File: src/hdl/sliding_window_min_max_sum_core_defines.svh
// Assertion macros shared by the sliding window min/max/sum RTL.
// No dependencies; included by the files that carry assertions.
`ifndef SLIDING_WINDOW_MIN_MAX_SUM_CORE_DEFINES_SVH
`define SLIDING_WINDOW_MIN_MAX_SUM_CORE_DEFINES_SVH

// same-cycle implication, disabled in reset
`define SWMMS_ASSERT_SAME(lbl, clk, rst_n, ante, cons, msg) \
    lbl: assert property (@(posedge clk) disable iff (!(rst_n)) (ante) |-> (cons)) \
        else $error(msg);

// next-cycle implication, disabled in reset
`define SWMMS_ASSERT_NEXT(lbl, clk, rst_n, ante, cons, msg) \
    lbl: assert property (@(posedge clk) disable iff (!(rst_n)) (ante) |=> (cons)) \
        else $error(msg);

`endif

File: src/hdl/swmms_pkg.sv
// Package for the sliding window min/max/sum core: sizes, register map, stage control.
// No dependencies.
package swmms_pkg;

    localparam int WINDOW_MAX_DEF  = 64;
    localparam int SAMPLE_BITS_DEF = 16;
    localparam int SUM_BITS        = 48;
    localparam int CFG_W           = 7;
    localparam int PADDR_W         = 3;
    localparam int PDATA_W         = 32;
    localparam int REG_IDX_W       = PADDR_W - 2;

    localparam logic [REG_IDX_W-1:0] REG_WINDOW_SIZE = REG_IDX_W'(0);
    localparam logic [CFG_W-1:0]     WINDOW_SIZE_RST = CFG_W'(1);

    typedef struct packed {
        logic valid;
        logic win_ready;
        logic last;
    } t_stage_ctl;

endpackage

File: src/hdl/swmms_cell.sv
// One cell of the suffix min/max chain: holds min and max of the newest k+1 samples.
// Depends on swmms_pkg for the default sample width.
module swmms_cell #(
    parameter int SAMPLE_BITS = swmms_pkg::SAMPLE_BITS_DEF
) (
    input  logic                          i_clk,
    input  logic                          i_en,
    input  logic signed [SAMPLE_BITS-1:0] i_sample,
    input  logic signed [SAMPLE_BITS-1:0] i_nb_min,
    input  logic signed [SAMPLE_BITS-1:0] i_nb_max,
    output logic signed [SAMPLE_BITS-1:0] o_min,
    output logic signed [SAMPLE_BITS-1:0] o_max
);
    logic signed [SAMPLE_BITS-1:0] r_min, r_max;
    logic signed [SAMPLE_BITS-1:0] n_min, n_max;

    always_comb begin
        n_min = (i_sample < i_nb_min) ? i_sample : i_nb_min;
        n_max = (i_sample > i_nb_max) ? i_sample : i_nb_max;
    end

    always_ff @(posedge i_clk) begin
        if (i_en) begin
            r_min <= n_min;
            r_max <= n_max;
        end
    end

    assign o_min = r_min;
    assign o_max = r_max;
endmodule

File: config.mk
export PLATFORM = sky130hd
export DESIGN_NAME = swmms_cell
export DESIGN_NICKNAME = d
export VERILOG_FILES = /design/src/hdl/sliding_window_min_max_sum_core_defines.svh /design/src/hdl/swmms_pkg.sv /design/src/hdl/swmms_cell.sv
export SDC_FILE = /design/constraint.sdc
export NUM_CORES = 1
export LEC_CHECK = 0
export ABC_CLOCK_PERIOD_IN_PS = 2900
export BUFFER_PORTS_ARGS = -buffer_cell sky130_fd_sc_hd__buf_2
export CORE_ASPECT_RATIO = 1.5
export CORE_UTILIZATION = 50
export CTS_CLUSTER_DIAMETER = 80
export DETAILED_ROUTE_END_ITERATION = 8
export HOLD_SLACK_MARGIN = 0.03
export PLACE_DENSITY = 0.8
export SLEW_MARGIN = 15
export SYNTH_ARGS = -nofsm -noshare
export SYNTH_HDL_FRONTEND = slang
export SYNTH_SLANG_ARGS = --single-unit
export TNS_END_PERCENT = 20
File: constraint.sdc
create_clock -name i_clk -period 2.9 [get_ports i_clk]
set_clock_uncertainty 0.15 [all_clocks]
set_input_delay 0.29 -clock i_clk [delete_from_list [all_inputs] [get_ports i_clk]]
set_output_delay 0.29 -clock i_clk [all_outputs]
set_load 0.005 [all_outputs]
==> flow_summary_export.csv, run 1 <==
group,metric,value,unit
run_status,status,"finished, violations left",
run_status,violations,"DRC",
timing,slew_violations,0,
synth,yosysSeqAreaShare,0.4087,
hold_path,hold_path_end,"o_max[15]$_DFFE_PP_",
worst_setup_path,crit_path_end_kind,"flip-flop",
die,initial_core_util,0.5219,
routing,met2WireLength,2505,um
die,fp-row-count,30,
finish,fin_util,0.6542,
finish,post-route-cell-area,0.002947,mm2
clocking,holdBufCountCts,0,
hold_path,hp-start,"i_nb_max[15]",
place,place_hpwl,3866,um
worst_setup_path,cp.required,2780,ps
hold_path,hold_path.class,"in2reg",
synth,async_reset_ff_frac,0,
routing,drt_iter0_drc,45,
worst_setup_path,worstPathArrival,2360,ps
worst_setup_path,cp-start-kind,"input pin",
synth,syn_inst,195,
routing,drc_errors,7,
clocking,cts_tree,"done",
timing,final-hold-violation-count,0,
routing,drtAntennaViolNets,0,
timing,finalCriticalPeriod,2479,ps
routing,wl_met1,1902,um
timing,finalCritPeriodShare,0.8548,
clocking,cts_root_buf,"clkbuf_8",
pwr,power.leakage,1.441,nW
worst_setup_path,worstPathMaxFanout,7,
clocking,cts_resized,0,
routing,drt_first_pass_iters,6,
finish,drive_above_1_share,0.4580,
routing,top_layer,"met4",
routing,wl_met3,214,um
place,gp_congestion,0.7456,
die,die-area,0.004986,mm2
timing,final.setup.tns,0,ps
routing,vias,1765,
hold_path,holdPathStages,2,
timing,finalSetupViolations,0,
place,placed_area,0.002839,mm2
grt,grt_pass1_wl,7507,um
pwr,max-vdd-ir-drop,0.2983,mV
die,ios,82,
die,core,0.004504,mm2
synth,synth-edff-count,32,
job,drv_cap,0,
clocking,post_cts_buffers,0,
place,io_buffers,81,
clocking,htreeDepth,2,
clocking,cts.path.max_buffers,2,
synth,yosys.area.top_type_share,0.4087,
synth,yosysTopAreaCell,"edfxtp_1",
finish,area.growth.synth_to_final,25.33,%
grt,grt.total_usage,0.1991,
grt,grt_max_degree,33,
clocking,cts_inserted_buffers,5,
synth,synth.distinct_cells,41,
grt,antenna_found_initial,0,
synth,synth.area.top_cells,"edfxtp_1, ha_1, mux2_2",
synth,netlist_area,0.002351,mm2
finish,fin_nets,366,
grt,overflow,0,
synth,ys_ff_latch,32,
timing,worst_pin_slew,711.2,ps
routing,wl_per_cell,14.29,um
routing,routed_wl,4772,um
pwr,powerDensity,469.0,mW/mm2
clocking,path_clk_slew,70,ps
grt,grt_pass1_vias,1676,
timing,maxSlewHeadroom,0.5259,
routing,vias_per_cell,5.284,
timing,hold_ws,170.1,ps
pwr,power.total,0.001382,W
synth,ys.flop_type,"edfxtp_1",
die,fp.dieH,85.98,um
synth,synthTopCellsByCount,"edfxtp_1, inv_1, ha_1, mux2_2, mux2_4",
worst_setup_path,crit_type,"in2reg",
timing,rsz0062_at_grt,"false",
finish,antenna-diode-count,0,
timing,fmax,403.4,MHz
clocking,clock-sinks,32,
synth,syn_avg_cell_area,12.06,um2
synth,yosys_warnings,0,
die,die_w,57.99,um
synth,syn_nets,276,
[final cells by class]
type,instances,area (um2)
clock buffer,6,72.57
clock inverter,2,35.03
fill,362,1558
inverter,32,120.1
multi-input combinational,128,1242
sequential,32,960.9
tap,48,60.06
timing repair buffer,86,455.4
[where the power goes]
part / switching (W) / total (W) / internal, W
Sequential: 0.0000112 / 0.000590 / 0.000579
Combinational: 0.000179 / 0.000378 / 0.000199
Clock: 0.000160 / 0.000414 / 0.000255
[logic make-up (layout without fill, tap and decap cells)]
group | after synthesis | in the layout | share of synthesized area
AOI/OAI and AO/OA | 30 | 30 | 0.1070
buffers and inverters | 35 | 126 | 0.06280
muxes | 32 | 32 | 0.1660
and+or+nand+nor | 35 | 35 | 0.09048
DFF | 32 | 32 | 0.4087
adders and majority gates | 31 | 31 | 0.1650
[stage by stage]
step	instances	setup slack, ps
detailed placement	326	130.8
CTS	334	415.4
global placement	326	166.9
floorplan	195	375.4
global route	334	297.7
finish	334	421.1
[registers in the layout, summed over array words and instances, names as in the netlist]
register	flops
o_min	16
o_max	16
[placed cells by master, fill, tap and decap left out, drive strengths merged, types with 2 or more instances in the layout]
cell type  Yosys  layout
a31oi          2       2
nand4b         2       2
or3            2       2
nand2          8       8
mux2i          3       3
a21oi          8       8
o211a          2       2
ha            31      31
nor2           3       3
o221ai         2       2
clkbuf         0       6
buf            3      86
edfxtp        32      32
nand2b         2       2
or2            2       2
o21ai          4       4
nor2b          2       2
and4           2       2
mux2          29      29
nand3          4       4
a211oi         2       2
inv           32      32
nand4          4       4
[worst max path at each step]
stage                             from                   to  slack [ps]
after floorplan            i_nb_max[5]  o_max[10]$_DFFE_PP_         380
after global placement    i_sample[15]   o_max[7]$_DFFE_PP_         170
after detailed placement  i_sample[15]   o_max[2]$_DFFE_PP_         130
after CTS                 i_sample[15]   o_max[7]$_DFFE_PP_         420
after global routing      i_sample[15]   o_max[7]$_DFFE_PP_         300
final                     i_sample[15]   o_max[7]$_DFFE_PP_         420
[critical path, stage by stage]
cell and delay, ps:
buf_2 130, ha_1 310, and4_1 260, o2bb2ai_1 130
a31oi_1 230, nand3_2 190, a31oi_4 260, buf_4 210
mux2_2 340
[layer usage]
metal | global-route usage | vias up
met5 | 0 | -
met4 | 0.09957 | 0
met3 | 0.03167 | 12
met2 | 0.3532 | 63
met1 | 0.2259 | 783
li1 | - | 907
Note: power is estimated with default switching activity, not from simulation.
==> inputs of run 2 (changes only) <==
--- a/config.mk
+++ b/config.mk
@@ -11,6 +11,7 @@
 export CORE_UTILIZATION = 50
 export CTS_CLUSTER_DIAMETER = 80
 export DETAILED_ROUTE_END_ITERATION = 8
+export GPL_TIMING_DRIVEN = 0
 export HOLD_SLACK_MARGIN = 0.03
 export PLACE_DENSITY = 0.8
 export SLEW_MARGIN = 15
==> run 2 against run 1 <==
Effect of this change: the flow still finishes with violations (DRC); total power decreased by 8.2%; first-iteration DRC count decreased by 11%; count of clock-buffer cells in the layout unchanged; final area decreased by 1.8%; cell count decreased by 0.90%; worst setup slack got worse by 150 ps; maximum frequency decreased by 5.7%; via count increased by 1.8%; critical path depth unchanged; hold slack improved by 6.7 ps; critical path type unchanged; largest power group unchanged.
==> flow_summary_export.csv, run 2 (synthesized netlist as in run 1, its figures left out) <==
group,metric,value,unit
clocking,htreeDepth,2,
finish,area.growth.synth_to_final,23.10,%
finish,fin_nets,364,
routing,drt_iter0_drc,40,
finish,final_cell_mix,"buf_2, inv_1, edfxtp_1",
die,core,0.004504,mm2
timing,final-hold-violation-count,0,
worst_setup_path,critPathLaunch,"i_sample[5]",
run_status,violations,"DRC",
finish,drive_above_1_share,0.4523,
timing,worst_pin_slew,718.6,ps
clocking,cts_resized,0,
routing,drtAntennaViolNets,0,
die,initial_core_util,0.5219,
place,place_hpwl,3764,um
worst_setup_path,crit_type,"in2reg",
timing,slew_violations,0,
place,io_buffers,81,
routing,wl_per_cell,13.98,um
grt,grt_pass1_wl,7369,um
timing,rsz0062_at_grt,"false",
finish,post_layout_nonfiller_instances,331,
worst_setup_path,crit_chain,"buf_2 -> ha_1 -> a211oi_1 -> o21bai_1 -> a41oi_2 -> nand3_2 -> a31oi_4 -> buf_6 -> mux2_2",
grt,overflow,0,
clocking,holdBufCountCts,0,
finish,multi_input_area,0.001242,mm2
clocking,post_cts_buffers,0,
finish,num-fill-cells,391,
die,ios,82,
timing,finalCriticalPeriod,2628,ps
hold_path,hold_path.class,"in2reg",
pwr,power.leakage,1.415,nW
worst_setup_path,cp.required,2770,ps
worst_setup_path,worstPathArrival,2500,ps
place,post-place-cells,324,
clocking,cts_root_buf,"clkbuf_8",
job,drv_cap,0,
worst_setup_path,endpoint,"o_max[12]$_DFFE_PP_",
run_status,status,"finished, violations left",
grt,grt_max_degree,33,
routing,drt_first_pass_iters,6,
routing,vias,1796,
grt,grt.total_usage,0.1939,
worst_setup_path,cp-start-kind,"input pin",
place,gp_congestion,0.8384,
clocking,clock-sinks,32,
die,fp-row-count,30,
die,fp.dieH,85.98,um
finish,final-seq-area,960.9,um2
pwr,powerDensity,438.6,mW/mm2
clocking,path_clk_slew,60,ps
worst_setup_path,worstPathMaxFanout,10,
worst_setup_path,slowest_stage,"a41oi_2",
finish,antenna-diode-count,0,
grt,grt_pass1_vias,1735,
worst_setup_path,crit_path_end_kind,"flip-flop",
routing,drc_errors,7,
clocking,cts_inserted_buffers,5,
grt,antenna_found_initial,0,
timing,hold_ws,176.8,ps
routing,routed_wl,4628,um
pwr,max-vdd-ir-drop,0.2544,mV
timing,maxSlewHeadroom,0.5209,
clocking,cts.path.max_buffers,2,
die,die-area,0.004986,mm2
timing,finalSetupViolations,0,
worst_setup_path,cp_slowest_stage_delay,360,ps
timing,finalCritPeriodShare,0.9063,
routing,vias_per_cell,5.426,
timing,fmax,380.5,MHz
clocking,cts_tree,"done",
finish,final_common_cell,"buf_2",
die,die_w,57.99,um
run 2: routing by layer:
metal	track usage	wire, um	vias to the layer above
met2	0.3480	2440	58
met1	0.2212	1852	826
li1	-	-	904
met5	0	0	-
met4	0.07359	89	0
met3	0.03922	246	8
run 2: power by group:
part	internal, W	switching (W)
sequential	0.000579	0.0000106
clock	0.000163	0.000150
combinational	0.000192	0.000176
total	0.000933	0.000336
run 2: worst max-delay path: cells and delay by family:
kind	cells	cell delay, ps
AO/OA/AOI/OAI	4	1040
multiplexers	1	340
buffers and inverters	2	330
adder cells (fa/ha/maj)	1	300
AND/OR/NAND/NOR	1	190
run 2: final cells by class:
cell class | instances | share of cell area
plain buffers | 3 | 0.009511
clock buffers | 6 | 0.02508
clock inverters | 1 | 0.001729
inverters | 32 | 0.04150
multi-input cells | 128 | 0.4293
flip-flops and latches | 32 | 0.3320
well taps | 48 | 0.02075
repair buffers | 81 | 0.1401
run 2: how the worst min path moves through the flow:
stage | startpoint | endpoint | slack, ps | cells after the start
5_1_grt | i_nb_min[7] | o_min[7]$_DFFE_PP_ | 180 | 2
2_1_floorplan | i_en | o_max[0]$_DFFE_PP_ | 250 | 0
3_5_place_dp | i_nb_min[7] | o_min[7]$_DFFE_PP_ | 460 | 2
4_1_cts | i_nb_min[3] | o_min[3]$_DFFE_PP_ | 170 | 2
6_report | i_nb_min[7] | o_min[7]$_DFFE_PP_ | 180 | 2
3_3_place_gp | i_nb_min[11] | o_min[11]$_DFFE_PP_ | 460 | 2
run 2: stage by stage:
stage / total power, W / worst slack, ps / util / cell area (um2) / TNS (ps)
after detailed placement: 0.0009692 / -50.75 / 0.6253 / 2816 / -403.7
final: 0.001269 / 271.7 / 0.6425 / 2894 / 0
after global placement: 0.0009577 / -8.455 / 0.6253 / 2816 / -62.58
after global routing: 0.001342 / 161.1 / 0.6425 / 2894 / 0
after floorplan: 0.0008215 / 375.4 / - / 2351 / 0
after CTS: 0.001286 / 249.4 / 0.6425 / 2894 / 0
