`config.mk`:
```
export PLATFORM = sky130hd
export DESIGN_NAME = swmms_acc_flat
export DESIGN_NICKNAME = d
export VERILOG_FILES = /design/src/hdl/swmms_pkg.sv /design/src/hdl/swmms_chan_if.sv /design/src/hdl/swmms_acc.sv /design/src/flat_wrapper.sv
export VERILOG_INCLUDE_DIRS = /design/src /design/src/hdl
export SDC_FILE = /design/constraint.sdc
export NUM_CORES = 1
export LEC_CHECK = 0
export BUFFER_PORTS_ARGS = -buffer_cell sky130_fd_sc_hd__buf_2
export CAP_MARGIN = 20
export CORE_MARGIN = 10
export CORE_UTILIZATION = 41
export DETAILED_ROUTE_END_ITERATION = 10
export GPL_ROUTABILITY_DRIVEN = 0
export GPL_TIMING_DRIVEN = 0
export HOLD_SLACK_MARGIN = 0.06
export PLACE_DENSITY = 0.6
export SYNTH_ARGS = -nofsm -noshare
export SYNTH_HDL_FRONTEND = slang
export SYNTH_SLANG_ARGS = --single-unit
```
`constraint.sdc`:
```
create_clock -name i_clk -period 7.7 [get_ports i_clk]
set_input_delay 0.385 -clock i_clk [delete_from_list [all_inputs] [get_ports i_clk]]
set_output_delay 0.385 -clock i_clk [all_outputs]
set_load 0.03 [all_outputs]
```
`src/hdl/sliding_window_min_max_sum_core_defines.svh`:
```
// Assertion macros shared by the sliding window min/max/sum RTL.
// No dependencies; included by the files that carry assertions.
`ifndef SLIDING_WINDOW_MIN_MAX_SUM_CORE_DEFINES_SVH
`define SLIDING_WINDOW_MIN_MAX_SUM_CORE_DEFINES_SVH

// same-cycle implication, disabled in reset
`define SWMMS_ASSERT_SAME(lbl, clk, rst_n, ante, cons, msg) \
    lbl: assert property (@(posedge clk) disable iff (!(rst_n)) (ante) |-> (cons)) \
        else $error(msg);

// next-cycle implication, disabled in reset
`define SWMMS_ASSERT_NEXT(lbl, clk, rst_n, ante, cons, msg) \
    lbl: assert property (@(posedge clk) disable iff (!(rst_n)) (ante) |=> (cons)) \
        else $error(msg);

`endif

```
`src/hdl/swmms_pkg.sv`:
```
// Package for the sliding window min/max/sum core: sizes, register map, stage control.
// No dependencies.
package swmms_pkg;

    localparam int WINDOW_MAX_DEF  = 64;
    localparam int SAMPLE_BITS_DEF = 16;
    localparam int SUM_BITS        = 48;
    localparam int CFG_W           = 7;
    localparam int PADDR_W         = 3;
    localparam int PDATA_W         = 32;
    localparam int REG_IDX_W       = PADDR_W - 2;

    localparam logic [REG_IDX_W-1:0] REG_WINDOW_SIZE = REG_IDX_W'(0);
    localparam logic [CFG_W-1:0]     WINDOW_SIZE_RST = CFG_W'(1);

    typedef struct packed {
        logic valid;
        logic win_ready;
        logic last;
    } t_stage_ctl;

endpackage

```
`src/hdl/swmms_chan_if.sv`:
```


interface swmms_out_if #(
    parameter int SAMPLE_BITS = swmms_pkg::SAMPLE_BITS_DEF
);
    logic                                 valid;
    logic                                 ready;
    logic signed [SAMPLE_BITS-1:0]        window_min;
    logic signed [SAMPLE_BITS-1:0]        window_max;
    logic                                 window_ready;
    logic signed [swmms_pkg::SUM_BITS-1:0] running_sum;
    logic                                 sequence_done;

    modport source (output valid, output window_min, output window_max,
                    output window_ready, output running_sum, output sequence_done,
                    input ready);
    modport sink   (input valid, input window_min, input window_max,
                    input window_ready, input running_sum, input sequence_done,
                    output ready);
endinterface

```
`src/hdl/swmms_acc.sv`:
```
// Saturating accumulate stage and result register of the window core.
// Depends on swmms_pkg, swmms_chan_if and the assertion macro header.
`include "sliding_window_min_max_sum_core_defines.svh"
module swmms_acc #(
    parameter int SAMPLE_BITS = swmms_pkg::SAMPLE_BITS_DEF
) (
    input  logic                          i_clk,
    input  logic                          i_rst_n,
    input  swmms_pkg::t_stage_ctl         i_ctl,
    input  logic signed [SAMPLE_BITS-1:0] i_min,
    input  logic signed [SAMPLE_BITS-1:0] i_max,
    output logic                          o_advance,
    swmms_out_if.source                   o_out
);
    import swmms_pkg::*;

    localparam int EXT_W = SUM_BITS + 1;

    logic signed [SUM_BITS-1:0]    r_sum, n_sum;
    logic signed [EXT_W-1:0]       w_total;
    logic signed [SAMPLE_BITS-1:0] w_min, w_max;
    logic                          w_take;

    logic                          r_o_valid;
    logic signed [SAMPLE_BITS-1:0] r_o_min, r_o_max;
    logic                          r_o_win_ready;
    logic signed [SUM_BITS-1:0]    r_o_sum;
    logic                          r_o_done;

    assign o_advance = !r_o_valid || o_out.ready;
    assign w_take    = o_advance && i_ctl.valid;

    always_comb begin
        w_min   = i_ctl.win_ready ? i_min : '0;
        w_max   = i_ctl.win_ready ? i_max : '0;
        w_total = EXT_W'(r_sum) + EXT_W'(w_min) + EXT_W'(w_max);
        n_sum   = r_sum;
        if (i_ctl.win_ready) begin
            if (w_total[EXT_W-1] != w_total[EXT_W-2]) begin
                n_sum = w_total[EXT_W-1] ? {1'b1, {(SUM_BITS-1){1'b0}}}
                                         : {1'b0, {(SUM_BITS-1){1'b1}}};
            end else begin
                n_sum = w_total[SUM_BITS-1:0];
            end
        end
    end

    always_ff @(posedge i_clk) begin
        if (!i_rst_n) begin
            r_sum     <= '0;
            r_o_valid <= 1'b0;
        end else begin
            if (o_advance) begin
                r_o_valid <= i_ctl.valid;
            end
            if (w_take) begin
                r_sum <= i_ctl.last ? '0 : n_sum;
            end
        end
    end

    always_ff @(posedge i_clk) begin
        if (w_take) begin
            r_o_min       <= w_min;
            r_o_max       <= w_max;
            r_o_win_ready <= i_ctl.win_ready;
            r_o_sum       <= n_sum;
            r_o_done      <= i_ctl.last;
        end
    end

    assign o_out.valid         = r_o_valid;
    assign o_out.window_min    = r_o_min;
    assign o_out.window_max    = r_o_max;
    assign o_out.window_ready  = r_o_win_ready;
    assign o_out.running_sum   = r_o_sum;
    assign o_out.sequence_done = r_o_done;

    `SWMMS_ASSERT_NEXT(a_sum_cleared, i_clk, i_rst_n, w_take && i_ctl.last, r_sum == '0, "sum not cleared after last")
    `SWMMS_ASSERT_SAME(a_partial_zero, i_clk, i_rst_n, r_o_valid && !r_o_win_ready, r_o_min == '0 && r_o_max == '0, "min/max nonzero on partial window")
endmodule

```
`src/flat_wrapper.sv`:
```
// flat-port wrapper written by rule: the top's interface ports become plain ports
module swmms_acc_flat import swmms_pkg::*;
#(
    parameter int SAMPLE_BITS = swmms_pkg::SAMPLE_BITS_DEF
)
  (i_clk, i_rst_n, i_ctl, i_min, i_max, o_advance, o_out_valid, o_out_window_min, o_out_window_max, o_out_window_ready, o_out_running_sum, o_out_sequence_done, o_out_ready);
  swmms_out_if #(.SAMPLE_BITS(SAMPLE_BITS)) o_out_i ();
  input  logic i_clk;
  input  logic i_rst_n;
  input  swmms_pkg::t_stage_ctl i_ctl;
  input  logic signed [SAMPLE_BITS-1:0] i_min;
  input  logic signed [SAMPLE_BITS-1:0] i_max;
  output logic o_advance;
  output wire logic [$bits(o_out_i.valid)-1:0] o_out_valid;
  output wire logic [$bits(o_out_i.window_min)-1:0] o_out_window_min;
  output wire logic [$bits(o_out_i.window_max)-1:0] o_out_window_max;
  output wire logic [$bits(o_out_i.window_ready)-1:0] o_out_window_ready;
  output wire logic [$bits(o_out_i.running_sum)-1:0] o_out_running_sum;
  output wire logic [$bits(o_out_i.sequence_done)-1:0] o_out_sequence_done;
  input wire logic [$bits(o_out_i.ready)-1:0] o_out_ready;
  assign o_out_valid = o_out_i.valid;
  assign o_out_window_min = o_out_i.window_min;
  assign o_out_window_max = o_out_i.window_max;
  assign o_out_window_ready = o_out_i.window_ready;
  assign o_out_running_sum = o_out_i.running_sum;
  assign o_out_sequence_done = o_out_i.sequence_done;
  assign o_out_i.ready = o_out_ready;
  swmms_acc #(.SAMPLE_BITS(SAMPLE_BITS)) u_core (.i_clk(i_clk), .i_rst_n(i_rst_n), .i_ctl(i_ctl), .i_min(i_min), .i_max(i_max), .o_advance(o_advance), .o_out(o_out_i));
endmodule
```
==> results by group <==
Clocking
  – Clock slew at reported path FFs: 0.06 ns
  – Setup Fix Bufs, Post-CTS: 0
  – CTS Buffer Depth: 2
  – H-tree levels: 4
  – Skew-Pair Late Insertion Delay: 0.43 ns
  – Hold_buf cts: 0
  – CTS root buf: clkbuf_16
  – Clk sinks: 131
  – CTS tree: done
  – Cts bufs inserted: 17
  – Post-CTS Resized: 0

Power and ir drop
  – Power, Total: 2.48 mW
  – P_leak: 5.34 nW
  – Maximum vdd ir drop: 0.145 mV
  – PwrDens: 223 nW/µm²

Floorplan
  – Ports: 122
  – Core area: 22,700 µm²
  – DIE HEIGHT: 172 µm
  – Die area: 29,600 µm²
  – Initial Util: 0.417
  – Die width: 172 µm
  – Cell Rows: 55

Setup path
  – CP endpoint kind: register
  – WS Path Type: in -> reg
  – Worst r2r src: u_core.r_sum[4]
  – Reg2reg setup slack: 2.63 ns
  – Worst path arrival time: 7.07 ns
  – Crit path launch: i_ctl[1]
  – Worst Setup EP: u_core.o_out.running_sum[45]
  – CP Max Fanout: 33
  – WP data required: 7.93 ns
  – Reg-to-reg endpoint: u_core.o_out.running_sum[45]
  – Worst setup SP type: input pin
  – Worst r2r path cells: 16

Timing
  – Unrepaired setup endpoints after global routing: no
  – Minimum clock period after layout: 6.84 ns
  – Final hold violation count: 0
  – Fin crit share: 0.889
  – Fmax: 0.146 GHz
  – Final setup fails: 0
  – Worst-margin pin slew: 0.770 ns
  – Clk_skew: 0.0124 ns
  – Final Max Slew Viols: 0
  – Relative slew slack: 0.486

Synth
  – Flops & latches, synth: 131
  – Yosys warns: 0
  – Yosys cell types: 72
  – Mapped Nets: 1,169
  – EDFF count, synth: 82
  – Top FF cell, synth: edfxtp_1
  – Main area contributors after synthesis: edfxtp_1 (26%), dfxtp_1 (10%), fa_1 (10%)
  – Register area share after synthesis: 0.363
  – Yosys top cell by area: edfxtp_1
  – Mean post-synth cell area: 9.15 µm²
  – Synthesized cell area: 9470 µm²
  – Post-synth ARST share: 0
  – Cells after Synth: 1,035
  – Top cell type's share of synthesized area: 0.260

Drt
  – Drt wl/cell: 17.7 µm
  – DRC viols: 0
  – Total number of vias: 7,690
  – Antenna Nets Post-Route: 0
  – DRT iter0 DRCs: 527
  – Final WL: 26.2 mm
  – Vias per cell: 5.21
  – TritonRoute pass-1 iters: 5

Global routing
  – Initial antenna violation count: 0
  – Total track usage: 0.179
  – Largest net degree at the start of global routing: 53
  – First-pass GRT wire length: 41.5 mm
  – Overflow after GRT: 0
  – Vias in the first global route: 7,593

Flow run
  – Maxcap violations: 0

Placed design
  – Port bufs: 121
  – Placed instance count: 1,443
  – Hpwl dp: 19.8 mm

Cells and area
  – Fin util: 0.489
  – Final net count: 1,311
  – Layout Cells excl Fill: 1,475
  – ANT cells: 0
  – Syn-to-layout area delta: 17.3%
  – # fillers: 2,199
  – Reg area: 3440 µm²
  – Area occupied by multi-input gates: 5160 µm²
  – Share of cells above drive strength 1: 0.173

Status
  – Status: finished, final reports clean

Worst hold path
  – Hold WC Path Type: in -> reg
==> worst max-delay path, cell delays in order <==
cell and delay, ns:
buf_2 0.09, buf_4 0.15, clkbuf_1 0.57, clkbuf_1 0.64, nand2_4 0.64, fa_1 0.72
inv_1 0.04, ha_1 0.36, a21o_1 0.21, a21o_1 0.19, a21oi_1 0.16, o211ai_1 0.12
a31oi_1 0.53, o22ai_1 0.23, o211a_1 0.29, nor2_1 0.56, nand2_1 0.46, buf_2 0.35
nand4_1 0.15, o2bb2ai_1 0.19
==> state kept, by name, summed over array words and instances (netlist names) <==
register                    cells
u_core.o_out.running_sum       48
u_core.r_sum                   48
u_core.o_out.window_max        16
u_core.o_out.window_min        16
u_core.o_out.sequence_done      1
u_core.o_out.valid              1
u_core.o_out.window_ready       1
==> how the worst min path moves through the flow <==
stage               depth (start not counted)  slack (ns)                        end             start
finish                                      1        0.15  u_core.o_out.window_ready          i_ctl[1]
CTS                                         1        0.14  u_core.o_out.window_ready          i_ctl[1]
global route                                1        0.16  u_core.o_out.window_ready          i_ctl[1]
floorplan                                   1        0.43           u_core.r_sum[37]  u_core.r_sum[37]
global placement                            1        0.43           u_core.r_sum[37]  u_core.r_sum[37]
detailed placement                          2        0.44           u_core.r_sum[44]  u_core.r_sum[44]
==> report_power, final <==
part / total, mW / internal (mW) / switching [mW]
Combinational: 0.770 / 0.257 / 0.513
Clock: 0.872 / 0.523 / 0.350
Sequential: 0.837 / 0.819 / 0.0181
Total: 2.48 / 1.60 / 0.881
==> per-layer routing <==
metal  track usage  up-vias  wire length [µm]
li1              -     3808                 -
met1         0.239     3642             12300
met2         0.289      209             11900
met3        0.0328       31              1570
met4        0.0547        0               404
met5             0        -                 0
==> Yosys cell counts (3+ instances only) <==
master / instances
a21oi_1: 86
ha_1: 47
o21ai_1: 38
clkbuf_1: 24
a21o_1: 40
buf_2: 6
o2111ai_1: 5
dfxtp_1: 49
edfxtp_1: 82
xnor2_1: 25
o21bai_1: 8
o22ai_1: 10
a21boi_0: 4
nand2_1: 89
a22o_1: 14
nand4_1: 10
o31ai_1: 3
fa_1: 49
and4_1: 5
maj3_1: 3
o21a_1: 5
nor2b_1: 6
xor2_1: 16
mux2_2: 15
nor3_1: 4
nor2_1: 54
inv_1: 183
o21ai_0: 29
a211oi_1: 5
buf_4: 9
mux2i_1: 3
and3_1: 5
nand3_1: 11
nand2b_1: 9
o211ai_1: 4
a31oi_1: 11
and2_1: 29
==> cell usage in the layout (no fill, tap or decap), types with 4 or more instances in the layout <==
master      count
clkbuf_1       24
o211ai_1        4
xor2_1         16
and2_1         29
a21o_1         40
o2111ai_1       5
a211oi_1        5
and4_1          5
o21bai_1        8
inv_1         181
nor2b_1         6
nand2_1        88
nor2_1         54
o22ai_1        10
o21ai_0        29
a31oi_1        11
a21oi_1        86
buf_2         127
mux2_2         15
o21a_1          5
buf_4           9
nand3_1        11
xnor2_1        25
fa_1           49
nand4_1        10
o21ai_1        38
ha_1           47
a21boi_0        4
edfxtp_1       82
nand2b_1        9
and3_1          5
clkbuf_16      17
nor3_1          4
a22o_1         14
dfxtp_1        49
clkinvlp_4      4
==> cell type report <==
type / instances / area share
Multi-Input combinational cell: 680 / 0.464
Sequential cell: 131 / 0.310
Inverter: 184 / 0.0624
Timing Repair Buffer: 123 / 0.0588
Clock buffer: 18 / 0.0395
Tap cell: 285 / 0.0321
Buffer: 40 / 0.0172
Clock inverter: 14 / 0.0159
==> metrics by stage <==
step	setup TNS, ns	hold slack (ns)	setup slack (ns)	instance area, µm²
after CTS	0	0.144	0.762	11100
after global routing	0	0.155	0.277	11100
after global placement	-51.33	0.435	-1.11	10400
final	0	0.154	0.858	11100
after floorplan	0	0.426	1.62	9470
after detailed placement	0	0.444	0.359	10500
==> cells by family after synthesis <==
group                      after synthesis  share of synthesized area
and+or+nand+nor                        239                      0.123
buffers and inverters                  224                     0.0931
muxes                                   18                     0.0210
DFF                                    131                      0.363
xor gates and xnor gates                41                     0.0379
adders and majority gates              100                      0.170
AOI/OAI and AO/OA                      282                      0.191
Note: power is estimated with default switching activity, not from simulation.
